===== config.mk =====
export PLATFORM = sky130hd
export DESIGN_NAME = fpa_div_cell
export DESIGN_NICKNAME = d
export VERILOG_FILES = /design/src/design/fpa_pkg.sv /design/src/design/fpa_div_cell.sv
export SDC_FILE = /design/constraint.sdc
export NUM_CORES = 1
export LEC_CHECK = 0
export BUFFER_PORTS_ARGS = -buffer_cell sky130_fd_sc_hd__buf_2
export CELL_PAD_IN_SITES_DETAIL_PLACEMENT = 0
export CELL_PAD_IN_SITES_GLOBAL_PLACEMENT = 1
export CORE_MARGIN = 3
export CORE_UTILIZATION = 35
export CTS_CLUSTER_SIZE = 16
export DETAILED_ROUTE_END_ITERATION = 12
export GPL_TIMING_DRIVEN = 0
export PLACE_DENSITY_LB_ADDON = 0.1
export RECOVER_POWER = 100
export SETUP_SLACK_MARGIN = 0.5
export SLEW_MARGIN = 20
export SYNTH_ARGS = -nofsm -noshare
export SYNTH_HDL_FRONTEND = slang
export SYNTH_SLANG_ARGS = --single-unit

===== constraint.sdc =====
create_clock -name clk -period 6 [get_ports clk]
set_input_delay 1.8 -clock clk [delete_from_list [all_inputs] [get_ports clk]]
set_output_delay 1.8 -clock clk [all_outputs]
set_load 0.05 [all_outputs]

===== src/design/fpa_pkg.sv =====
// ----------------------------------------------------------------------------
// fpa_pkg: shared types and constants for the fixed-point ALU
// Opcodes, data and magnitude widths, and the result flag record.
// ----------------------------------------------------------------------------
package fpa_pkg;

  localparam int unsigned OP_W   = 4;
  localparam int unsigned DATA_W = 32;
  // magnitudes of a 32-bit signed value need up to 32 bits
  localparam int unsigned MAG_W  = 32;

  typedef enum logic [OP_W-1:0] {
    OP_ADD     = 4'd0,
    OP_SUB     = 4'd1,
    OP_MUL     = 4'd2,
    OP_DIV     = 4'd3,
    OP_LT      = 4'd4,
    OP_GT      = 4'd5,
    OP_LE      = 4'd6,
    OP_GE      = 4'd7,
    OP_EQ      = 4'd8,
    OP_NE      = 4'd9,
    OP_MIN     = 4'd10,
    OP_MAX     = 4'd11,
    OP_INC     = 4'd12,
    OP_DEC     = 4'd13,
    OP_TOINT   = 4'd14,
    OP_FROMINT = 4'd15
  } op_t;

  // result flags carried next to the value
  typedef struct packed {
    logic compare_true;
    logic divide_by_zero;
    logic overflow;
  } flags_t;

endpackage


===== src/design/fpa_div_cell.sv =====
// ----------------------------------------------------------------------------
// fpa_div_cell: one restoring-division step of the divider row
// Shifts one dividend bit into the partial remainder, trial-subtracts the
// divisor and records one quotient bit. Side data rides along unchanged.
// ----------------------------------------------------------------------------
module fpa_div_cell
  import fpa_pkg::*;
#(
  parameter int unsigned NUM_W  = 64,
  parameter int unsigned REM_W  = 33,
  parameter int unsigned SIDE_W = 8
) (
  input  logic              clk,
  input  logic              rst_n,
  input  logic              stall,
  input  logic              vld_i,
  input  logic [NUM_W-1:0]  num_i,
  input  logic [REM_W-1:0]  rem_i,
  input  logic [MAG_W-1:0]  den_i,
  input  logic [SIDE_W-1:0] side_i,
  output logic              vld_o,
  output logic [NUM_W-1:0]  num_o,
  output logic [REM_W-1:0]  rem_o,
  output logic [MAG_W-1:0]  den_o,
  output logic [SIDE_W-1:0] side_o
);

  logic              vld_r;
  logic [NUM_W-1:0]  num_r, num_nxt;
  logic [REM_W-1:0]  rem_r, rem_nxt;
  logic [MAG_W-1:0]  den_r;
  logic [SIDE_W-1:0] side_r;
  logic [REM_W:0]    shifted;
  logic [REM_W:0]    diff;

  // shift in the next dividend bit, trial subtract, take quotient bit
  always_comb begin
    shifted = {rem_i, num_i[NUM_W-1]};
    diff    = shifted - {{(REM_W+1-MAG_W){1'b0}}, den_i};
    if (!diff[REM_W]) begin
      rem_nxt = diff[REM_W-1:0];
      num_nxt = {num_i[NUM_W-2:0], 1'b1};
    end else begin
      rem_nxt = shifted[REM_W-1:0];
      num_nxt = {num_i[NUM_W-2:0], 1'b0};
    end
  end

  // advance on every unstalled cycle
  always_ff @(posedge clk) begin
    if (!rst_n) begin
      vld_r <= 1'b0;
    end else if (!stall) begin
      vld_r <= vld_i;
    end
  end

  always_ff @(posedge clk) begin
    if (!stall) begin
      num_r  <= num_nxt;
      rem_r  <= rem_nxt;
      den_r  <= den_i;
      side_r <= side_i;
    end
  end

  assign vld_o  = vld_r;
  assign num_o  = num_r;
  assign rem_o  = rem_r;
  assign den_o  = den_r;
  assign side_o = side_r;

endmodule


======== After elaboration in Yosys (flattened, before gate mapping) ========
Cells that the tools add are included.
storage, ports and cells
  register bits after elaboration ......... 138
  bits of input ports ..................... 141
  word-level logic and storage cells ...... 8
operators by class
  mux-type cells .......................... 2
  $add $sub $neg .......................... 1
operators with widths
  cell            number
  $sub 34x32->34  1
  $mux 33         1
  $mux 1          1

======== Depth between registers and ports, before layout ========
  depth in word-level cells ............... 2
  gate-level depth with buffers ........... 13
  gate-level depth less buffers ........... 12

======== Least setup slack after synthesis ========
OpenSTA, ideal clock, no wires.
  path kind ............................... input to register
  start point ............................. input stall
  end point ............................... register den_r[0], in the netlist den_o[0] (enable)
  slack ................................... 1.066 ns
  cell stages on the path ................. 1
  library setup time ...................... 0.489 ns
  arrival time ............................ 4.445 ns
  path buffers ............................ 0
  path through ............................ inv_1
RTL lines
  element               RTL line            text
  start, declared       fpa_div_cell.sv:15  input logic stall,
  end signal, assigned  fpa_div_cell.sv:62  den_r <= den_i;
  end, declared         fpa_div_cell.sv:31  logic [MAG_W-1:0] den_r;
No word-level cell between the ends.

======== Worst setup path in the final report ========
  start point ............................. input den_i[1]
  end point ............................... register rem_r[26], in the netlist rem_o[26] (data pin)
on the way
  word-level cells in the longest chain between the ends .. 2
ends and longest elaborated chain
  element                RTL line            text
  start, declared        fpa_div_cell.sv:19  input logic [MAG_W-1:0] den_i,
  $sub 34x32->34         fpa_div_cell.sv:39  diff = shifted - {{(REM_W+1-MAG_W){1'b0}}, den_i};
  $mux 33                fpa_div_cell.sv:40  if (!diff[REM_W]) begin
  named net rem_nxt[26]  fpa_div_cell.sv:30  logic [REM_W-1:0] rem_r, rem_nxt;
  end signal, assigned   fpa_div_cell.sv:61  rem_r <= rem_nxt;
  end, declared          fpa_div_cell.sv:30
The timed path passes the listed nets, and every way through them passes these cells.
A chain may end at the register's enable or synchronous reset.

==> run metrics <==
FMAX ~200 MHz; number of distinct library cells after synthesis between 50 and 60; Hold Path End vld_o; DIE WIDTH 141 um; final instance area 8440 sq um; unrepaired setup endpoints after global routing no; final WL 17,300 um; Worst Path Required 6.16 ns; mapped cell area around 6400 sq um; Syn Nets 615; endpoints failing setup 0; crit path kind in -> reg; crit-path most repeated cell o2111ai_1; reg2reg end vld_o; GR Util met2 0.297; Final Hold Viols 0; crit path max fanout 10; Seq/Total Area, Yosys 0.648; antenna cells 0; Worst R2R Path Depth 2; RR Startpoint vld_o; Max-slew headroom 0.0153; Leakage 3.46 nW; measured slew at the worst slew-check pin 1.48 ns; clk sinks 138; Critical Path Max Stage Delay 0.50 ns; post_cts resized 0; met3 Use GR 0.0475; Root Driver clkbuf_16; Hold/Removal Path Class reg -> reg; nets@finish 913; area grow syn2layout 32.3%; share of post-route cells with drive strength above 1 0.233; Placement Setup Slack 0.947 ns; Max Cap Viol 0; first-pass GRT wire length 26,200 um; Chip Height about 140 um; CTS tree yes; Switching Fraction 0.333; yosys warns 0; max-slew violations 0; CP Launch Type primary input; Synth Register Bits 138; drt first pass iters 4; clock latency on the worst-skew pair between 0.4 and 0.5 ns; Power Density 352 nW/um^2; critical path data arrival time roughly 5.1 ns; CP Cell Sequence clkbuf_1, inv_1, ha_1, nor2b_1, o2111ai_1, a21oi_1, o2111ai_1, nand3_1, nand2_1, o31a_1, nor2_1, buf_6, mux2_1; vias in the first global route 4,817; Post-CTS Hold Buffers 0; status finished, final reports clean; clock-pin slew on the worst setup and hold paths 0.06 ns; Hold WS roughly 0.52 ns; Tot Pwr 0.00297 W; crit path buf inv count 3; placed cell areas 8090 sq um; clock tree buffer depth 2; DRC viols 0; Setup Skew 0 ns; Via Count roughly 4,700; clock power share 0.354; largest net degree at the start of global routing 107; Avg Vias per Cell 4.78; number of synthesized flops with an enable pin 137; Total GRT Usage 0.170; Tmin final 4.95 ns; # rows 48; gr busiest metal met2; CP delay by family, top compound AO/OA/AOI/OAI gates; gate count after technology mapping 441; reg-to-reg setup timing slack 5.41 ns; P_int 0.00198 W; period utilization 0.825; grt total ovfl 0; post-route ant nets 0; H-tree levels 4; initial antenna violation count 1; logic gate share of total power 0.243; Async S/R FF share, synth 0; Sw Pwr 0.000990 W; Crit. End Element flip-flop; Worst Hold Path Cells 2; routed length per instance 17.7 um; core area 17,600 sq um; commonest non-fill, non-tap cells in the layout clkbuf_1, edfxtp_1, buf_2, inv_1, ha_1; Detailed Place HPWL roughly 13,000 um; TritonCTS Buffers 17; hold_sp vld_o; Flop pwr share 0.403; syn avg cell area 14.5 sq um; total setup buffers inserted after CTS 0; routability cong. between 0.8 and 0.9; drt initial violations about 270; Worst VDD drop 192 uV; io pins 279; Setup WS post-layout 1.05 ns; slowest CP cell nor2_1; met1 Use GR 0.203; top_reg_cell synth edfxtp_1; commonest non-fill, non-tap cell in the layout clkbuf_1; Port Buf Inserts 278; Initial Utilization 0.363; DIE AREA 19,900 sq um
## area by class of cell
cell class,count,area [sq um]
fill,1728,9160
timing repair buffer,279,1200
sequential,138,4130
buffer,6,46.3
tap,225,282
inverter,41,155
clock buffer,18,429
multi-input combinational,256,2030
clock inverter,14,163
## metal layers
metal	part of all wire	vias to the layer above	wire length, um
li1	-	2266	-
met2	0.50	177	8640
met3	0.063	19	1090
met5	0.00075	-	13
met1	0.43	2209	7380
met4	0.012	2	204
## cell families (layout without fill, tap and decap cells)
logic type / after synthesis / in the layout / synth area share
AO/OA/AOI/OAI: 91 / 91 / 0.105
XOR/XNOR: 25 / 25 / 0.0343
adder cells (fa/ha/maj): 33 / 33 / 0.0659
buffers and inverters: 47 / 358 / 0.0314
flip-flops: 138 / 138 / 0.648
multiplexers: 33 / 33 / 0.0575
AND/OR/NAND/NOR: 74 / 74 / 0.0577
## power groups by stage
| stage | logic [W] | clock network (W) | registers (W) |
|---|---|---|---|
| after detailed placement | 0.000757 | 0 | 0.00121 |
| after CTS | 0.000760 | 0.00109 | 0.00119 |
| after global routing | 0.000770 | 0.00113 | 0.00121 |
| after floorplan | 0.000225 | 0 | 0.00155 |
| after global placement | 0.000750 | 0 | 0.00122 |
| final | 0.000721 | 0.00105 | 0.00120 |
## metrics by stage
stage | TNS (ns) | std cells | utilization
final | 0 | 977 | 0.480
after CTS | 0 | 977 | 0.493
after global placement | -24.78 | 944 | 0.458
after detailed placement | 0 | 945 | 0.460
after floorplan | 0 | 441 | -
after global routing | 0 | 977 | 0.480
## Yosys cell counts (2+ instances only)
master     number  share of area
a31oi_1         4         0.0039
mux2i_1         4         0.0063
o2111ai_1       2         0.0027
nand4_1         2         0.0020
inv_1          41          0.024
o21bai_1        2         0.0024
xor2_1          9          0.012
edfxtp_1      137           0.64
buf_6           3         0.0053
and3_1          5         0.0049
o21a_1          3         0.0035
a221o_1         2         0.0031
mux2_1         20          0.035
nor2_1         17          0.010
nand2_1        20          0.012
mux2_2          9          0.016
o21ai_0        11         0.0086
clkbuf_1        2         0.0012
a21o_1         21          0.025
a21oi_1        21          0.016
o31ai_1         3         0.0035
ha_1           32          0.063
a211oi_1        3         0.0035
nor2b_1         5         0.0049
nor3_1          6         0.0047
nand2b_1        5         0.0049
nand3_1         7         0.0055
xnor2_1        16          0.022
and2_1          2         0.0020
## tightest hold or removal path, cell delays in order (launching register included)
cell and delay, ns:
dfxtp_1 0.33, mux2i_1 0.07, nor2b_1 0.09
## worst max path at each step
stage              from        end  slack (ns)  cells past startpoint
2_1_floorplan     stall   den_o[0]        1.07                      1
3_3_place_gp      stall  num_o[32]       -0.19                      2
3_5_place_dp   den_i[1]  rem_o[26]        0.95                     13
4_1_cts        den_i[1]  rem_o[26]        1.38                     13
5_1_grt        den_i[1]  rem_o[26]        0.75                     13
6_report       den_i[1]  rem_o[26]        1.05                     13
## sequential cells by signal (all words and copies together) (netlist names)
name and flops:
den_o 32, num_o 64, rem_o 33, side_o 8, vld_o 1
(Power assumes the default switching activity.)
